===== config.mk =====
export PLATFORM = sky130hd
export DESIGN_NAME = handle_translation_table_flat
export DESIGN_NICKNAME = d
export VERILOG_FILES = /design/src/hdl/htt_pkg.sv /design/src/hdl/htt_req_if.sv /design/src/hdl/htt_rsp_if.sv /design/src/hdl/htt_front.sv /design/src/hdl/htt_back.sv /design/src/hdl/handle_translation_table.sv /design/src/flat_wrapper.sv
export SDC_FILE = /design/constraint.sdc
export NUM_CORES = 1
export LEC_CHECK = 0
export BUFFER_PORTS_ARGS = -buffer_cell sky130_fd_sc_hd__buf_2
export CORE_MARGIN = 4
export CORE_UTILIZATION = 55
export DETAILED_ROUTE_END_ITERATION = 8
export PLACE_DENSITY_LB_ADDON = 0.08
export SETUP_SLACK_MARGIN = 0.3
export SLEW_MARGIN = 20
export SYNTH_ARGS = -nofsm -noshare
export SYNTH_HDL_FRONTEND = slang
export SYNTH_SLANG_ARGS = --single-unit

===== constraint.sdc =====
create_clock -name clk -period 6.2 [get_ports clk]
set_clock_uncertainty 0.05 [all_clocks]
set_input_delay 0.31 -clock clk [delete_from_list [all_inputs] [get_ports clk]]
set_output_delay 0.31 -clock clk [all_outputs]
set_load 0.005 [all_outputs]

===== src/hdl/htt_pkg.sv =====
`timescale 1ns / 1ps
`default_nettype none
// ----------------------------------------------------------------------------
// htt_pkg: handle translation table definitions
// Table size, field widths, action and status codes, the decoded item type.
// ----------------------------------------------------------------------------
package htt_pkg;

  localparam int ENTRIES  = 16;
  localparam int ID_W     = 5;
  localparam int HANDLE_W = 16;
  localparam int CNT_W    = $clog2(ENTRIES + 1);
  localparam int SLOT_W   = $clog2(ENTRIES);

  localparam logic [1:0] ACT_OPEN   = 2'd0;
  localparam logic [1:0] ACT_LOOKUP = 2'd1;
  localparam logic [1:0] ACT_CLOSE  = 2'd2;

  localparam logic [1:0] ST_OK        = 2'd0;
  localparam logic [1:0] ST_NOT_FOUND = 2'd1;
  localparam logic [1:0] ST_FULL      = 2'd2;

  typedef enum logic [1:0] {
    OP_OPEN,
    OP_LOOKUP,
    OP_CLOSE,
    OP_NONE
  } op_t;

  typedef struct packed {
    op_t                 op;
    logic [ID_W-1:0]     id;
    logic [HANDLE_W-1:0] handle;
  } cmd_t;

endpackage

`default_nettype wire


===== src/hdl/htt_req_if.sv =====
`timescale 1ns / 1ps
`default_nettype none
// ----------------------------------------------------------------------------
// htt_req_if: request channel
// Valid/ready channel carrying one table action per item.
// ----------------------------------------------------------------------------
interface htt_req_if import htt_pkg::*; ();

  logic                valid;
  logic                ready;
  logic [1:0]          action;
  logic [ID_W-1:0]     client_id;
  logic [HANDLE_W-1:0] server_handle;

  modport source (output valid, action, client_id, server_handle, input ready);
  modport sink   (input valid, action, client_id, server_handle, output ready);

endinterface

`default_nettype wire


===== src/hdl/htt_rsp_if.sv =====
`timescale 1ns / 1ps
`default_nettype none
// ----------------------------------------------------------------------------
// htt_rsp_if: result channel
// Valid/ready channel carrying one result item per request.
// ----------------------------------------------------------------------------
interface htt_rsp_if import htt_pkg::*; ();

  logic                valid;
  logic                ready;
  logic [1:0]          status;
  logic [ID_W-1:0]     allocated_id;
  logic [HANDLE_W-1:0] found_handle;
  logic [CNT_W-1:0]    entry_count;

  modport source (output valid, status, allocated_id, found_handle, entry_count,
                  input ready);
  modport sink   (input valid, status, allocated_id, found_handle, entry_count,
                  output ready);

endinterface

`default_nettype wire


===== src/hdl/htt_front.sv =====
`timescale 1ns / 1ps
`default_nettype none
// ----------------------------------------------------------------------------
// htt_front: request decode and command queue
// Accepts request items, decodes the action and holds up to two commands
// for the table engine.
// ----------------------------------------------------------------------------
module htt_front import htt_pkg::*; (
  input  wire logic clk,
  input  wire logic rst,
  htt_req_if.sink   req,
  output logic      cmd_valid,
  output cmd_t      cmd,
  input  wire logic cmd_pop
);

  cmd_t       q [2];
  logic       wr_ptr;
  logic       rd_ptr;
  logic [1:0] fill;
  logic       push;
  cmd_t       dec;

  always_comb begin
    dec.id     = req.client_id;
    dec.handle = req.server_handle;
    unique case (req.action)
      ACT_OPEN:   dec.op = OP_OPEN;
      ACT_LOOKUP: dec.op = OP_LOOKUP;
      ACT_CLOSE:  dec.op = OP_CLOSE;
      default:    dec.op = OP_NONE;
    endcase
  end

  assign req.ready = (fill != 2'd2);
  assign push      = req.valid && req.ready;
  assign cmd_valid = (fill != 2'd0);
  assign cmd       = q[rd_ptr];

  always_ff @(posedge clk) begin
    if (push) begin
      q[wr_ptr] <= dec;
    end
  end

  always_ff @(posedge clk) begin
    if (rst) begin
      wr_ptr <= 1'b0;
      rd_ptr <= 1'b0;
      fill   <= 2'd0;
    end else begin
      if (push) begin
        wr_ptr <= ~wr_ptr;
      end
      if (cmd_pop) begin
        rd_ptr <= ~rd_ptr;
      end
      fill <= fill + 2'(push) - 2'(cmd_pop);
    end
  end

endmodule

`default_nettype wire


===== src/hdl/htt_back.sv =====
`timescale 1ns / 1ps
`default_nettype none
// ----------------------------------------------------------------------------
// htt_back: table engine
// Holds the packed slot table and in-use id map and registers the result item;
// per-slot compare and shift do one command per cycle while results are taken.
// ----------------------------------------------------------------------------
module htt_back import htt_pkg::*; (
  input  wire logic clk,
  input  wire logic rst,
  input  wire logic cmd_valid,
  input  wire cmd_t cmd,
  output logic      cmd_pop,
  htt_rsp_if.source rsp
);

  logic [ID_W-1:0]     slot_id     [ENTRIES];
  logic [HANDLE_W-1:0] slot_handle [ENTRIES];
  logic [ENTRIES-1:0]  slot_valid;
  logic [ENTRIES-1:0]  id_used;   // bit k set: client id k+1 is in the table
  logic [CNT_W-1:0]    count;

  logic                rsp_valid;
  logic [1:0]          rsp_status;
  logic [ID_W-1:0]     rsp_alloc;
  logic [HANDLE_W-1:0] rsp_found;
  logic [CNT_W-1:0]    rsp_count;

  logic [ENTRIES-1:0]  hit;
  logic [ENTRIES-1:0]  shift_en;   // slots at or above the removed one
  logic                hit_any;
  logic [HANDLE_W-1:0] hit_handle;
  logic [SLOT_W-1:0]   free_idx;
  logic [ID_W-1:0]     new_id;
  logic                full;
  logic [SLOT_W-1:0]   tail;
  logic [SLOT_W-1:0]   del_idx;
  logic                do_open;
  logic                do_close;
  logic [ENTRIES-1:0]  prefix_mask;

  logic [1:0]          status_next;
  logic [ID_W-1:0]     alloc_next;
  logic [HANDLE_W-1:0] found_next;
  logic [CNT_W-1:0]    count_next;

  assign cmd_pop = cmd_valid && (!rsp_valid || rsp.ready);

  always_comb begin
    hit_handle = '0;
    for (int i = 0; i < ENTRIES; i++) begin
      hit[i] = slot_valid[i] && (slot_id[i] == cmd.id);
      if (hit[i]) begin
        hit_handle = hit_handle | slot_handle[i];
      end
    end
    hit_any = |hit;
    for (int i = 0; i < ENTRIES; i++) begin
      shift_en[i] = 1'b0;
      for (int j = 0; j <= i; j++) begin
        shift_en[i] = shift_en[i] | hit[j];
      end
    end
  end

  // Lowest clear bit of the in-use map gives the smallest free id.
  always_comb begin
    free_idx = '0;
    for (int i = ENTRIES - 1; i >= 0; i--) begin
      if (!id_used[i]) begin
        free_idx = SLOT_W'(i);
      end
    end
  end

  assign new_id  = ID_W'(free_idx) + ID_W'(1);
  assign full    = (count == CNT_W'(ENTRIES));
  assign tail    = count[SLOT_W-1:0];
  assign del_idx = SLOT_W'(cmd.id - ID_W'(1));
  assign do_open  = cmd_pop && (cmd.op == OP_OPEN) && !full;
  assign do_close = cmd_pop && (cmd.op == OP_CLOSE) && hit_any;

  always_comb begin
    status_next = ST_OK;
    alloc_next  = '0;
    found_next  = '0;
    count_next  = count;
    unique case (cmd.op)
      OP_OPEN: begin
        if (full) begin
          status_next = ST_FULL;
        end else begin
          alloc_next = new_id;
          count_next = count + CNT_W'(1);
        end
      end
      OP_LOOKUP: begin
        if (hit_any) begin
          found_next = hit_handle;
        end else begin
          status_next = ST_NOT_FOUND;
        end
      end
      OP_CLOSE: begin
        if (hit_any) begin
          count_next = count - CNT_W'(1);
        end else begin
          status_next = ST_NOT_FOUND;
        end
      end
      default: begin
      end
    endcase
  end

  // On close the last slot is always within the shifted range.
  always_ff @(posedge clk) begin
    if (do_open) begin
      slot_id[tail]     <= new_id;
      slot_handle[tail] <= cmd.handle;
    end else if (do_close) begin
      for (int i = 0; i < ENTRIES - 1; i++) begin
        if (shift_en[i]) begin
          slot_id[i]     <= slot_id[i+1];
          slot_handle[i] <= slot_handle[i+1];
        end
      end
      slot_id[ENTRIES-1]     <= '0;
      slot_handle[ENTRIES-1] <= '0;
    end
  end

  always_ff @(posedge clk) begin
    if (rst) begin
      slot_valid <= '0;
      id_used    <= '0;
      count      <= '0;
    end else if (cmd_pop) begin
      count <= count_next;
      if (do_open) begin
        slot_valid[tail]  <= 1'b1;
        id_used[free_idx] <= 1'b1;
      end else if (do_close) begin
        id_used[del_idx] <= 1'b0;
        for (int i = 0; i < ENTRIES - 1; i++) begin
          if (shift_en[i]) begin
            slot_valid[i] <= slot_valid[i+1];
          end
        end
        slot_valid[ENTRIES-1] <= 1'b0;
      end
    end
  end

  always_ff @(posedge clk) begin
    if (rst) begin
      rsp_valid <= 1'b0;
    end else if (cmd_pop) begin
      rsp_valid <= 1'b1;
    end else if (rsp.ready) begin
      rsp_valid <= 1'b0;
    end
  end

  always_ff @(posedge clk) begin
    if (cmd_pop) begin
      rsp_status <= status_next;
      rsp_alloc  <= alloc_next;
      rsp_found  <= found_next;
      rsp_count  <= count_next;
    end
  end

  assign rsp.valid        = rsp_valid;
  assign rsp.status       = rsp_status;
  assign rsp.allocated_id = rsp_alloc;
  assign rsp.found_handle = rsp_found;
  assign rsp.entry_count  = rsp_count;

  always_comb begin
    for (int i = 0; i < ENTRIES; i++) begin
      prefix_mask[i] = (CNT_W'(i) < count);
    end
  end

  a_packed: assert property (@(posedge clk) disable iff (rst)
    slot_valid == prefix_mask)
    else $error("occupied slots do not form a prefix");

  a_ids_match_count: assert property (@(posedge clk) disable iff (rst)
    $countones(id_used) == int'(count))
    else $error("in-use id map disagrees with entry count");

  a_full_result: assert property (@(posedge clk) disable iff (rst)
    rsp_valid && (rsp_status == ST_FULL) |-> rsp_count == CNT_W'(ENTRIES))
    else $error("full reported on a table that is not full");

  a_close_shrinks: assert property (@(posedge clk) disable iff (rst)
    do_close |=> count == $past(count) - CNT_W'(1))
    else $error("close did not remove exactly one entry");

endmodule

`default_nettype wire


===== src/hdl/handle_translation_table.sv =====
`timescale 1ns / 1ps
`default_nettype none
// ----------------------------------------------------------------------------
// handle_translation_table: client id to server handle map
// Open allocates the lowest free client id, lookup returns the handle,
// close removes an entry and keeps the table packed.
// ----------------------------------------------------------------------------
//  channel  dir  payload                                              
//  req      in   action, client_id, server_handle                    
//  rsp      out  status, allocated_id, found_handle, entry_count     
//
//  Request items go into a two-deep command queue; the table engine takes
//  one command per cycle while results are taken, so one item per cycle is
//  sustained. A result item passes through the queue register, then the
//  result register, before it is shown.
//  Reset empties the table at once; no clearing pass is needed.
//  A stalled result holds the engine; the queue keeps taking items until full.
// ----------------------------------------------------------------------------
module handle_translation_table import htt_pkg::*; (
  input  wire logic clk,
  input  wire logic rst,
  htt_req_if.sink   req,
  htt_rsp_if.source rsp
);

  logic cmd_valid;
  cmd_t cmd;
  logic cmd_pop;

  htt_front u_front (
    .clk       (clk),
    .rst       (rst),
    .req       (req),
    .cmd_valid (cmd_valid),
    .cmd       (cmd),
    .cmd_pop   (cmd_pop)
  );

  htt_back u_back (
    .clk       (clk),
    .rst       (rst),
    .cmd_valid (cmd_valid),
    .cmd       (cmd),
    .cmd_pop   (cmd_pop),
    .rsp       (rsp)
  );

endmodule

`default_nettype wire

===== src/flat_wrapper.sv =====
// flat-port wrapper written by rule: the top's interface ports become plain ports
module handle_translation_table_flat import htt_pkg::*;
  (clk, rst, req_valid, req_action, req_client_id, req_server_handle, req_ready, rsp_valid, rsp_status, rsp_allocated_id, rsp_found_handle, rsp_entry_count, rsp_ready);
  htt_req_if req_i ();
  htt_rsp_if rsp_i ();
  input  wire logic clk;
  input  wire logic rst;
  input wire logic [$bits(req_i.valid)-1:0] req_valid;
  input wire logic [$bits(req_i.action)-1:0] req_action;
  input wire logic [$bits(req_i.client_id)-1:0] req_client_id;
  input wire logic [$bits(req_i.server_handle)-1:0] req_server_handle;
  output wire logic [$bits(req_i.ready)-1:0] req_ready;
  output wire logic [$bits(rsp_i.valid)-1:0] rsp_valid;
  output wire logic [$bits(rsp_i.status)-1:0] rsp_status;
  output wire logic [$bits(rsp_i.allocated_id)-1:0] rsp_allocated_id;
  output wire logic [$bits(rsp_i.found_handle)-1:0] rsp_found_handle;
  output wire logic [$bits(rsp_i.entry_count)-1:0] rsp_entry_count;
  input wire logic [$bits(rsp_i.ready)-1:0] rsp_ready;
  assign req_i.valid = req_valid;
  assign req_i.action = req_action;
  assign req_i.client_id = req_client_id;
  assign req_i.server_handle = req_server_handle;
  assign req_ready = req_i.ready;
  assign rsp_valid = rsp_i.valid;
  assign rsp_status = rsp_i.status;
  assign rsp_allocated_id = rsp_i.allocated_id;
  assign rsp_found_handle = rsp_i.found_handle;
  assign rsp_entry_count = rsp_i.entry_count;
  assign rsp_i.ready = rsp_ready;
  handle_translation_table u_core (.clk(clk), .rst(rst), .req(req_i), .rsp(rsp_i));
endmodule

==> impl_summary.md, run 1 <==
Outcome
The run finished with clean final reports.

Place
The instance area after placement is 22,300 sq um. Including well taps, the total number of placed cells is 2,396. The HPWL after detailed placement is 41,500 um.

The last weighted congestion value of the routability-driven placer is 0.888. Buffers placed on the I/O ports in this run total 56.

Global route
The number of antenna violations at the first check in global routing was 1. In the global route stage, overall resource usage came out at 0.312. Entering global routing, the biggest net connects 44 pins.

The number of global-route vias before repair is 15,600. The remaining global-route overflow is 0. The first global-routing pass estimated 98,200 um of wire.

STA
The max-slew headroom at the worst pin is 0.197. The number of hold violations in the final report is 0. Based on the critical path, the design can be clocked at up to 186 MHz.

The clock period could shrink to 5.36 ns. The count of final setup violators is 0. Of the available clock period, the critical path in the final layout requires 0.865.

At the pin with the least slew margin, the transition time is 1.18 ns. Adding up every negative setup slack in the final design gives 0 ns. Final hold analysis gives a worst-case slack of 0.114 ns. The number of pins exceeding their max-slew limit in the final report was 0.

Setup repair after global routing left no endpoint under its margin.

Logic synthesis
The number of instances in the synthesized netlist is 1,914. The count of different cell masters after synthesis is 72. For this run, asynchronously set or reset flops after synthesis account for 0. The synthesized design contains 389 enable-type register cells. The mapped netlist covers 21,500 sq um. The number of nets in the synthesized netlist is 1,955. Summed over all instances, the cell type with the most area after synthesis is edfxtp_1. Dividing the synthesized area by the synthesized cell count gives 11.3 sq um. After synthesis, the cell types taking the most area are edfxtp_1, a21oi_1, dfxtp_1. The predominant post-synthesis flop cell is edfxtp_1. The count of synthesis-stage warnings from yosys is 0. The share of the Yosys chip area taken by registers is 0.602. Of the post-synthesis cell area, the dominant cell type holds 0.542. In this run, synthesis produced a sequential element count of 453.

Critical path
Among all stages on the critical path, the largest delay is contributed by a21o_1. The worst register-to-register path ends at u_core.u_back.slot_id[11][2]. Grouping stages by cell kind, the critical path spends the most delay in simple AND/OR/NAND/NOR gates.

The class of the most critical setup path is reg -> reg. The largest single stage delay on the critical path is 0.79 ns. The critical path goes through buf_4, mux2i_4, buf_4, xnor2_1, nor4_1, and3_1, nor3_2, nand3_2, o31a_2, a21o_1.

Data arrives at the worst endpoint at 5.51 ns. The total stage count of the critical path is 10. The reg-to-reg setup timing slack is 0.84 ns. Among the stages of the critical path, the cell type that occurs most often is buf_4. For the worst setup path, the data required time is 6.35 ns. STA classifies the critical path startpoint as a flop.

Of all nets on the critical path, the largest fanout is 26. The critical path buffer and inverter count is 2. The type of element capturing the critical path is a flop. The number of cell instances on the worst register-to-register path is 10.

Power and ir drop
The power per standard cell area is 347 nW/um^2. The sum of internal, switching and leakage power is 8.38 mW. The leakage power summed over all cells is 8.67 nW. IR analysis of the VDD net gives a maximum drop of 0.283 mV.

Clocking
After clock tree synthesis, the clock-pin slew on the worst setup and hold paths is 0.06 ns. The total number of clock tree sinks is 453. The H-tree was split into 2 levels. The CTS tree is yes. The clock buffer count from CTS is 48. In this run, post-CTS repair resized a total of 0 instances. Counting along the longest clock path gives a buffer depth of 3. In this run the clock root is driven by a clkbuf_16.

The clock latency on the worst-skew pair is 0.59 ns.

Route
The residual antenna-violating net count after detailed routing is 0. After the first detailed-routing iteration, the DRC count stood at 2,116. The final routed wire length divided by cell count is 26.4 um.

For this run, design rule violations remaining after detail routing come to 0. In the routed layout, each cell is associated on average with a via count of 6.44. The post-detailed-routing wire length is 66,300 um. The via count is 16,200. The number of iterations in the first detailed-routing pass is 6.

Hold path
The worst hold path passes through 4 cells. The path type of the worst min-delay path is in -> reg. The startpoint of the lowest-slack hold path is req_valid.

The hold-critical path endpoint is u_core.u_front.wr_ptr.

Die
The die is 206 um tall. The starting utilization of the core area is 0.557. The die area is 42,400 sq um.

The core region is 38,600 sq um. The width of the die is 206 um. The standard-cell row count is 72.

57 I/O pins were placed.

Cells and area
The area growth from synthesis to layout is 12.1%. The final instance area is 24,100 sq um. In the final layout, the share of cells above drive strength 1 is 0.131. The number of antenna repair diodes is 0. The final-stage net count is 1,994. The finished layout holds 2,510 standard cells, fillers aside.

Flow run
The reported max-cap violation count is 0.
sequential cells by signal (all words and copies together) (netlist names), 5 cells and up, named ones only:
signal                          cells
u_core.u_back.count                 5
u_core.u_back.slot_handle         256
u_core.u_front.q                   46
u_core.u_back.rsp.found_handle     16
u_core.u_back.rsp.entry_count       5
u_core.u_back.id_used              16
u_core.u_back.rsp.allocated_id      5
u_core.u_back.slot_valid           16
u_core.u_back.slot_id              80
tightest hold or removal path: stages:
cell     delay [ns]
buf_2          0.11
nand2_1        0.12
xor2_1         0.08
nor2_1         0.07
area by class of cell:
cell class,instances,area [sq um]
fill,3108,14500
sequential,453,13000
multi-input combinational,1245,7720
clock buffer,65,1360
timing repair buffer,147,1040
tap,518,648
inverter,58,218
clock inverter,24,200
power breakdown:
group / total [mW] / switching (mW) / internal (mW)
sequential: 3.82 / 0.114 / 3.70
combinational: 1.69 / 1.07 / 0.621
clock: 2.87 / 1.21 / 1.66
synth_stat cells (16+ instances only):
cell type,n
mux2_2,16
nand2_1,61
o21a_1,19
buf_2,61
a221oi_1,33
a22oi_1,64
nand3_1,45
edfxtp_1,389
nor2_1,324
a22o_1,32
a21oi_1,291
nor4_1,25
a211oi_1,30
dfxtp_1,64
xnor2_1,70
xor2_1,17
clkbuf_1,65
inv_1,57
mux2i_1,55
and3_1,22
worst max-delay path by stage:
stage                                                   end  slack [ns]
final                          u_core.u_back.slot_id[11][2]        0.84
after global routing      u_core.u_back.slot_handle[11][14]        0.63
after CTS                      u_core.u_back.slot_id[11][2]        0.85
after detailed placement   u_core.u_back.slot_handle[11][1]        0.90
after global placement     u_core.u_back.slot_handle[11][1]        0.97
after floorplan             u_core.u_back.slot_handle[2][0]        1.81
metrics by stage:
step / utilization / worst slack (ns)
after global placement: 0.577 / 0.972
final: 0.625 / 0.836
after global routing: 0.625 / 0.632
after CTS: 0.624 / 0.855
after detailed placement: 0.578 / 0.898
after floorplan: - / 1.81
placed cells by master (no fill, tap or decap), types with 6 or more instances in the layout:
| master | Yosys | layout |
|---|---|---|
| o31ai_1 | 6 | 6 |
| nand3_1 | 45 | 45 |
| mux2i_2 | 2 | 7 |
| a221oi_1 | 33 | 33 |
| mux2i_1 | 55 | 48 |
| o211ai_1 | 8 | 8 |
| nor4_1 | 25 | 25 |
| xor2_1 | 17 | 17 |
| dfxtp_1 | 64 | 63 |
| a22o_1 | 32 | 32 |
| nor2b_1 | 6 | 6 |
| o21a_1 | 19 | 19 |
| clkbuf_16 | 0 | 50 |
| nand2_1 | 61 | 60 |
| and2_1 | 8 | 7 |
| a22oi_1 | 64 | 64 |
| xnor2_1 | 70 | 68 |
| inv_1 | 57 | 56 |
| o21ai_0 | 15 | 15 |
| clkinv_2 | 0 | 12 |
| and3_1 | 22 | 20 |
| a21oi_1 | 291 | 290 |
| buf_4 | 11 | 66 |
| o32ai_1 | 9 | 9 |
| clkbuf_1 | 65 | 10 |
| edfxtp_1 | 389 | 389 |
| dlygate4sd3_1 | 0 | 24 |
| ha_1 | 14 | 14 |
| a211oi_1 | 30 | 30 |
| buf_2 | 61 | 56 |
| clkinv_1 | 1 | 8 |
| mux2_2 | 16 | 16 |
| nor2_1 | 324 | 321 |
| nor3_1 | 8 | 8 |
per-layer routing:
layer,vias to the layer above,GRT usage,part of all wire,wire length [um]
met1,7886,0.436,0.40,26600
met2,1023,0.478,0.45,29600
met5,-,0.0107,0.00094,62
li1,7118,-,-,-
met4,2,0.107,0.033,2220
met3,146,0.0800,0.12,7820
kinds of logic (layout without fill, tap and decap cells):
| logic type | after synthesis | in the layout | share of synthesized area |
|---|---|---|---|
| simple gates | 522 | 522 | 0.106 |
| buf+inv | 216 | 294 | 0.0463 |
| xor+xnor | 87 | 87 | 0.0354 |
| compound gates | 546 | 546 | 0.164 |
| fa+ha+maj | 14 | 14 | 0.00813 |
| flops | 453 | 453 | 0.602 |
| mux | 76 | 76 | 0.0383 |
what timing repair did:
action                                  in CTS  in global routing
setup buffers                                0                  0
hold buffers                                24                  0
hold endpoints to repair                    47                  0
endpoints found under the setup margin       0                  0
Power figures use the tool's default switching activity.
==> inputs of run 2 (changes only) <==
- CELL_PAD_IN_SITES_DETAIL_PLACEMENT: not set -> 0
- CELL_PAD_IN_SITES_GLOBAL_PLACEMENT: not set -> 2
- CORE_UTILIZATION: 55 -> 43
==> run 2 against run 1 <==
Combinational power is essentially flat. Via count shrank 2.0%. Sequential cell count did not move. Design area rose by 1.4%. First-iteration DRC count down 13%. Critical path type unchanged.
==> impl_summary.md, run 2 (synthesized netlist as in run 1, its figures left out) <==
Outcome
The flow ran to the end, and the final reports show no timing, DRC or antenna violations.

Die
The standard-cell row count is 81. The width of the die is 232 um. The starting utilization of the core area is 0.437. The core region is 49,300 sq um.

Pin placement for this block handled 57 I/O pins. The floorplan step defined a die boundary enclosing 53,700 sq um. In this run the vertical extent of the chip is 232 um.

Global route
The global routing usage summed across all routing layers is 0.263. Summed over all layers, the global routing overflow is 0. The number of antenna violations at the first check in global routing is 0. The number of global-route vias before repair was 15,200.

Entering global routing, the biggest net connects 44 pins. The first-pass GRT wire length is 104,000 um.

Cells and area
The number of antenna repair diodes is 0. The number of flip-flops under the largest register name is 256. The layout cell share with drive strength beyond 1 is 0.138.

The largest registers in the layout are u_core.u_back.slot_handle: 256 flops, u_core.u_back.slot_id: 80 flops, u_core.u_front.q: 46 flops. The core utilization of the finished layout is 0.497. The most common cell after layout, fill and taps aside is edfxtp_1. From synthesis to final layout, the design area changed by 13.6%. The register name with the most flops is u_core.u_back.slot_handle.

After routing the design area is 24,500 sq um. In the layout the commonest cells are edfxtp_1, nor2_1, a21oi_1, buf_4, xnor2_1. The final layout contains 2,007 nets.

STA
The actual slew at the worst max-slew pin is 1.05 ns. Summed over all failing endpoints, the final setup total negative slack is 0 ns. For this run, the top clock speed supported by timing is 203 MHz. The number of hold violations in the final report is 0.

Setup violations remaining at the end of the flow were counted as 0. The smallest clock period supported by the final layout is computed as 4.92 ns. Setup repair after global routing left no endpoint under its margin. In this run the tightest slew margin relative to its limit is 0.287. Dividing the final minimum period by the clock period gives 0.794. The minimum setup slack in the final design is 1.28 ns.

The number of pins exceeding their max-slew limit in the final report is 0.

Critical path
The data arrival time of the worst path is 5.11 ns. The type of element capturing the critical path is a flop. STA classifies the critical path startpoint as a flop. The number of cell instances on the worst register-to-register path is 10. The maximum fanout count along the critical path is 21. In this run the worst setup path terminates at u_core.u_back.slot_handle[7][13]. The setup path with the least slack is of type reg -> reg. At the worst endpoint, the required time is 6.39 ns.

The destination of the worst register-to-register timing path is u_core.u_back.slot_handle[7][13]. The worst register-to-register path has a setup slack of 1.28 ns.

Clocking
The total number of clock tree sinks is 453. TritonCTS built the clock tree. The clock passes through at most 3 buffers. Clock latency on the worst-skew pair, taken at its later pin, is 0.61 ns. The tree is rooted in a clkbuf_16. The H-tree level count is 2. The post-CTS setup buffer count is 0.

The clock buffer count from CTS is 51. The clock input transition at the sequential cells of the worst setup and hold paths is 0.06 ns.

Power and ir drop
Of the total power, the clock network draws 0.353. The design draws 8.51 mW. The net switching fraction of the power is 0.290. The cell internal power dissipation is 6.04 mW.

The share of total power dissipated in sequential elements is 0.448. The share of total power dissipated in combinational logic is 0.199. The switching power is 2.47 mW. The maximum vdd ir drop is 0.262 mV. Summed over all cells, the static leakage comes to 8.75 nW.

For this design the ratio of total power to cell area is 348 nW/um^2.

Place
The detailed placement HPWL is 45,100 um. The worst slack at placement is 1.31 ns. During placement, the flow inserted port buffers numbering 56. Once placement finished, the instance area stood at 22,600 sq um.

The last weighted congestion value of the routability-driven placer is 0.849.

Route
The number of iterations in the first detailed-routing pass is 5. After detailed routing, the number of remaining DRC violations is 0. The post-detailed-routing wire length is 71,600 um. In the final routed layout, each cell accounts on average for 26.8 um.

In this run the remaining antenna-violating nets after routing total 0. In the routed layout, each cell is associated on average with a via count of 5.93. Detailed routing inserted a total of 15,800 vias. The number of violations reported at the end of detailed-routing iteration 0 is 1,838.

Flow run
The reported max-cap violation count is 0.

Hold path
The path type of the worst min-delay path is in -> reg.
==> run 2: cell count changes in the layout (fill, tap and decap cells not counted), moves of 2 or more <==
cell | before | now
clkinv_1 | 8 | 5
mux2i_2 | 7 | 2
clkinv_2 | 12 | 17
inv_6 | 0 | 3
clkbuf_1 | 10 | 8
buf_4 | 66 | 76
and3_1 | 20 | 22
and3_2 | 2 | 0
clkinvlp_4 | 1 | 3
mux2i_1 | 48 | 52
==> run 2: timing repair <==
action	4_1_cts	5_1_grt
hold buffers	24	0
gates resized for setup	0	0
hold endpoints to repair	47	0
==> run 2: stage by stage <==
| step | std cells | hold slack [ns] |
|---|---|---|
| after floorplan | 1914 | 0.359 |
| after global routing | 2673 | 0.131 |
| final | 2673 | 0.0822 |
| after detailed placement | 2553 | 0.431 |
| after global placement | 2553 | 0.418 |
| after CTS | 2673 | 0.0465 |
==> run 2: final cells by class <==
class | instances | area (sq um)
Clock buffer | 65 | 1390
Clock inverter | 31 | 248
Fill cell | 4571 | 24800
Inverter | 58 | 218
Multi-Input combinational cell | 1245 | 7720
Sequential cell | 453 | 13000
Tap cell | 664 | 831
Timing Repair Buffer | 157 | 1110
==> run 2: per-layer routing <==
layer	wire length [um]	track usage	share of wire	vias to the layer above
li1	-	-	-	7170
met3	5540	0.0334	0.077	105
met1	31900	0.387	0.45	7860
met2	32600	0.417	0.45	711
met5	0	0	0	-
met4	1640	0.0652	0.023	0
==> run 2: critical path, cell delays in order (launching register included) <==
cell,delay [ns]
dfxtp_2,0.56
mux2i_4,0.74
buf_4,0.33
xnor2_1,0.08
nor4_1,0.30
and3_1,0.77
or4_1,0.47
nor3_4,0.11
nand2b_2,0.48
nand2_1,0.22
buf_4,0.42
==> run 2: power by group through the flow <==
| stage | sequential (mW) | clock [mW] | combinational [mW] |
|---|---|---|---|
| 3_3_place_gp | 3.87 | 0 | 1.65 |
| 6_report | 3.81 | 3.00 | 1.69 |
| 4_1_cts | 3.82 | 3.06 | 1.69 |
| 2_1_floorplan | 3.83 | 0 | 1.14 |
| 5_1_grt | 3.84 | 3.18 | 1.86 |
| 3_5_place_dp | 3.88 | 0 | 1.68 |
==> run 2: worst min-delay path by stage <==
stage	endpoint	cells after the start	startpoint
finish	u_core.u_front.wr_ptr	4	req_valid
global route	u_core.u_front.wr_ptr	4	req_valid
CTS	u_core.u_front.wr_ptr	4	req_valid
detailed placement	u_core.u_back.slot_valid[0]	2	u_core.u_back.slot_valid[0]
global placement	u_core.u_back.slot_valid[0]	2	u_core.u_back.slot_valid[0]
floorplan	u_core.u_front.q[0][0]	0	req_server_handle[0]
==> inputs of run 3 (changes only) <==
- ABC_AREA: not set -> 1
- CORE_UTILIZATION: 43 -> 36
- clock period: 6.2 -> 4.16 ns (I/O delays scaled with it)
==> run 3 against run 2 <==
Via count rose by 21%. Sequential share of layout area down 4.1 points. Cell count rose by 33%. Clock-buffer cell count is 14 higher. Core utilization decreased by 6.9 points. Sequential power rose by 59%. Fmax grew 29%.
==> impl_summary.md, run 3 <==
Global route
The number of global-route vias before repair is 18,600. The remaining global-route overflow is 0. The first-pass GRT wire length is 133,000 um. The number of antenna violations at the first check in global routing is 0.

In the global route stage, overall resource usage came out at 0.273. The maximum number of pins on one net before global-route repair is 44.

Critical path
The signal on the critical path passes through buf_4, nand2_2, nand2_2, buf_4, nand2_1, nand2_1, nor2_1, nand3_1, nand2_1, nor2_1, nand2_2, o21ai_4, nor2_4, buf_12, inv_4, nor2_4, inv_1, nand2_1, buf_12. Together, buffers and inverters on the worst path number 6. Along the worst path, the maximum fanout reaches 30. Among all stages on the critical path, the largest delay is contributed by dfxtp_1. The type of element capturing the critical path is a flop.

The delay of the slowest cell on the worst path is 0.36 ns. STA puts the critical path data required time at 4.46 ns. The family with the most delay on the worst path is simple AND/OR/NAND/NOR gates.

By startpoint and endpoint, the worst setup path is classified as reg -> reg. STA classifies the critical path startpoint as a flop. The data arrival time of the worst path is 4.12 ns. The cell that appears most often on the critical path is nand2_1.

The reg-to-reg setup timing slack is 0.34 ns. The worst register-to-register path has a depth of 19. The destination of the worst register-to-register timing path is u_core.u_back.slot_handle[3][4].

Logic synthesis
The post-synthesis cell type with the largest combined area is edfxtp_1. The synthesized area is 22,600 sq um. The number of nets in the synthesized netlist is 2,574. The register bit count reported by yosys is 453. The number of instances in the synthesized netlist is 2,533. The post-synthesis average cell area is 8.93 sq um. The share of the synthesized area in the top cell type is 0.517.

The synthesized netlist contains 48 unique library cells. In the synthesized netlist the dominant register cell turns out to be edfxtp_1. The sequential area share after synthesis is 0.573. The share of synthesized flip-flops with an asynchronous set or reset is 0. The Yosys step of the flow raised 0 warnings. Counting flops with a built-in enable in the synthesized netlist gives 389. Sorting the synthesized cells by area gives the leading types as edfxtp_1, nand2_1, o21ai_0. The leading cell type by number of instances after synthesis is nand2_1. By count the netlist is led by nand2_1, edfxtp_1, o21ai_0.

Power and ir drop
Across the VDD grid, the largest voltage drop is 0.364 mV. The cell internal power dissipation is 9.51 mW. The switching power is 5.08 mW.

The power per standard cell area is 550 nW/um^2. Of the total power, the share spent switching nets is 0.348. The fraction of power consumed by the clock network is 0.305. The leakage power summed over all cells is 10.7 nW. Of the total power, combinational logic draws 0.282.

The sum of internal, switching and leakage power is 14.6 mW. The sequential group share of total power is 0.414.

Die
The standard-cell row count is 91. The width of the die is 259 um. The die covers 66,900 sq um. Pin placement for this block handled 57 I/O pins. The die extent in y is 259 um.

For this configuration, the core starts out at a cell density of 0.365. The core area is 61,900 sq um.

STA
The number of pins exceeding their max-slew limit in the final report is 0. The fmax is 262 MHz. Of the available clock period, the critical path in the final layout requires 0.919.

The clock period minus final worst setup slack is 3.82 ns. The number of hold violations in the final report came to 0. The count of final setup violators is 0. The worst pin sits at a relative slew slack of 0.392. At the pin with the least slew margin, the transition time is 0.909 ns. Setup repair after global routing could not meet its margin everywhere.

Route
After detailed routing, the total wire length is 92,900 um. In this run the remaining antenna-violating nets after routing total 0. The number of iterations in the first detailed-routing pass is 5. The vias per cell is 5.42. The via count is 19,200. The number of violations reported at the end of detailed-routing iteration 0 is 1,932.

After detailed routing, the average wire length per cell comes to 26.2 um. The post-detailed-route DRC marker count is 0.

Clocking
The deepest clock path buffer count is 3. The CTS tree is yes. At the later pin of the worst-skew pair, clock insertion delay measures 0.63 ns. TritonCTS created 53 clock buffers. After clock tree synthesis, the clock-pin slew on the worst setup and hold paths is 0.06 ns. The clock tree synthesis step divided the H-tree into 2 levels.

The total number of clock tree sinks is 453. The cell sitting at the root of the clock tree is a clkbuf_16.

Cells and area
The most common cell after layout, fill and taps aside is nand2_1. In the layout the commonest cells are nand2_1, edfxtp_1, o21ai_0, inv_1, nor2_1. The register with the most flip-flops in the layout has 256 of them. The largest registers in the layout are u_core.u_back.slot_handle: 256 flops, u_core.u_back.slot_id: 80 flops, u_core.u_front.q: 46 flops. The number of fill cells is 6,161. The final-stage net count is 2,711. The area taken by flip-flops and latches is 13,000 sq um. Once layout is done, the placed cells without fillers occupy 26,500 sq um. Summing all multi-input logic gate instances after layout gives 7950 sq um. In the final layout, the share of cells above drive strength 1 is 0.118. The area growth from synthesis to layout is 17.2%. The register with the most flip-flops in the final layout is u_core.u_back.slot_handle.

Place
The HPWL after detailed placement is 64,200 um. The number of buffer cells added on primary ports is 56. The last weighted congestion value of the routability-driven placer is 0.870. The instance area after placement is 24,500 sq um.

Hold path
The path type of the worst min-delay path is in -> reg. The hold-critical path endpoint is u_core.u_front.q[0][1]. The startpoint identified for the worst hold timing path is req_server_handle[1]. Along the worst hold path, the cell count comes to 2.

Flow run
The tool flagged a number of max-cap violations equal to 0.

Outcome
The flow ran to the end, and the final reports show no timing, DRC or antenna violations.
## run 3: cell types whose count changed after synthesis, sizes merged, moves of 22 or more
cell / before / now
a211oi: 30 / 2
a21oi: 292 / 92
a22o: 32 / 0
a22oi: 64 / 19
buf: 92 / 67
inv: 57 / 323
mux2i: 60 / 0
nand2: 61 / 685
nand3: 46 / 68
nor2: 324 / 168
nor4: 26 / 2
o21ai: 23 / 390
o22ai: 0 / 40
xnor2: 70 / 1
## run 3: cell families after synthesis
kind of cell,Yosys count,synth area share
simple gates,964,0.173
xor+xnor,3,0.00116
compound gates,641,0.162
buf+inv,458,0.0835
flops,453,0.573
fa+ha+maj,14,0.00775
## run 3: worst reg2reg max path: stages (launching register included)
cell and delay, ns:
dfxtp_1 0.36, buf_4 0.24, nand2_2 0.12, nand2_2 0.09, buf_4 0.24, nand2_1 0.08, nand2_1 0.08, nor2_1 0.06
nand3_1 0.13, nand2_1 0.16, nor2_1 0.32, nand2_2 0.17, o21ai_4 0.28, nor2_4 0.06, buf_12 0.20, inv_4 0.36
nor2_4 0.08, inv_1 0.13, nand2_1 0.12, buf_12 0.20
## run 3: final cells by class
type | instances | area share
Sequential cell | 453 | 0.489
Clock inverter | 18 | 0.00618
Multi-Input combinational cell | 1623 | 0.300
Clock buffer | 79 | 0.0545
Antenna cell | 1 | 0.0000944
Tap cell | 837 | 0.0395
Timing Repair Buffer | 209 | 0.0635
Inverter | 330 | 0.0472
## run 3: stage by stage
step | cells | setup TNS [ns] | util | setup WS, ns | hold WS (ns)
global route | 3549 | 0 | 0.428 | 0.238 | 0.250
detailed placement | 3419 | 0 | 0.396 | 0.156 | 0.349
CTS | 3547 | 0 | 0.427 | 0.332 | 0.224
floorplan | 2533 | -63.51 | - | -0.328 | 0.257
global placement | 3419 | 0 | 0.396 | 0.159 | 0.347
finish | 3550 | 0 | 0.428 | 0.337 | 0.260
## run 3: worst max path at each step
stage / to / slack [ns] / cells past startpoint
after floorplan: u_core.u_back.slot_handle[10][0] / -0.33 / 12
after global placement: u_core.u_back.slot_handle[2][10] / 0.16 / 13
after CTS: u_core.u_back.slot_handle[3][4] / 0.33 / 18
final: u_core.u_back.slot_handle[3][4] / 0.34 / 19
after global routing: u_core.u_back.slot_handle[3][4] / 0.24 / 17
after detailed placement: u_core.u_back.slot_handle[2][10] / 0.16 / 13
## run 3: power by group through the flow
stage | clock (mW) | combinational (mW) | sequential, mW
floorplan | 0 | 2.43 | 6.03
global placement | 0 | 4.05 | 6.13
CTS | 4.53 | 4.13 | 6.04
global route | 4.73 | 4.59 | 6.08
detailed placement | 0 | 4.09 | 6.13
finish | 4.45 | 4.11 | 6.04
## run 3: per-layer routing
layer / vias up / GRT usage / share of wire
met3: 141 / 0.0338 / 0.068
met1: 9410 / 0.367 / 0.42
met2: 794 / 0.464 / 0.48
li1: 8896 / - / -
met4: 0 / 0.0817 / 0.031
met5: - / 0 / 0
## run 3: timing repair
action | 4_1_cts | 5_1_grt
endpoints found under the setup margin | 30 | 151
hold buffers | 28 | 0
gates resized for setup | 2 | 7
endpoints found under the hold margin | 54 | 0
buffers inserted | 2 | 2
pin swaps | 1 | 0
cloned | 1 | 0
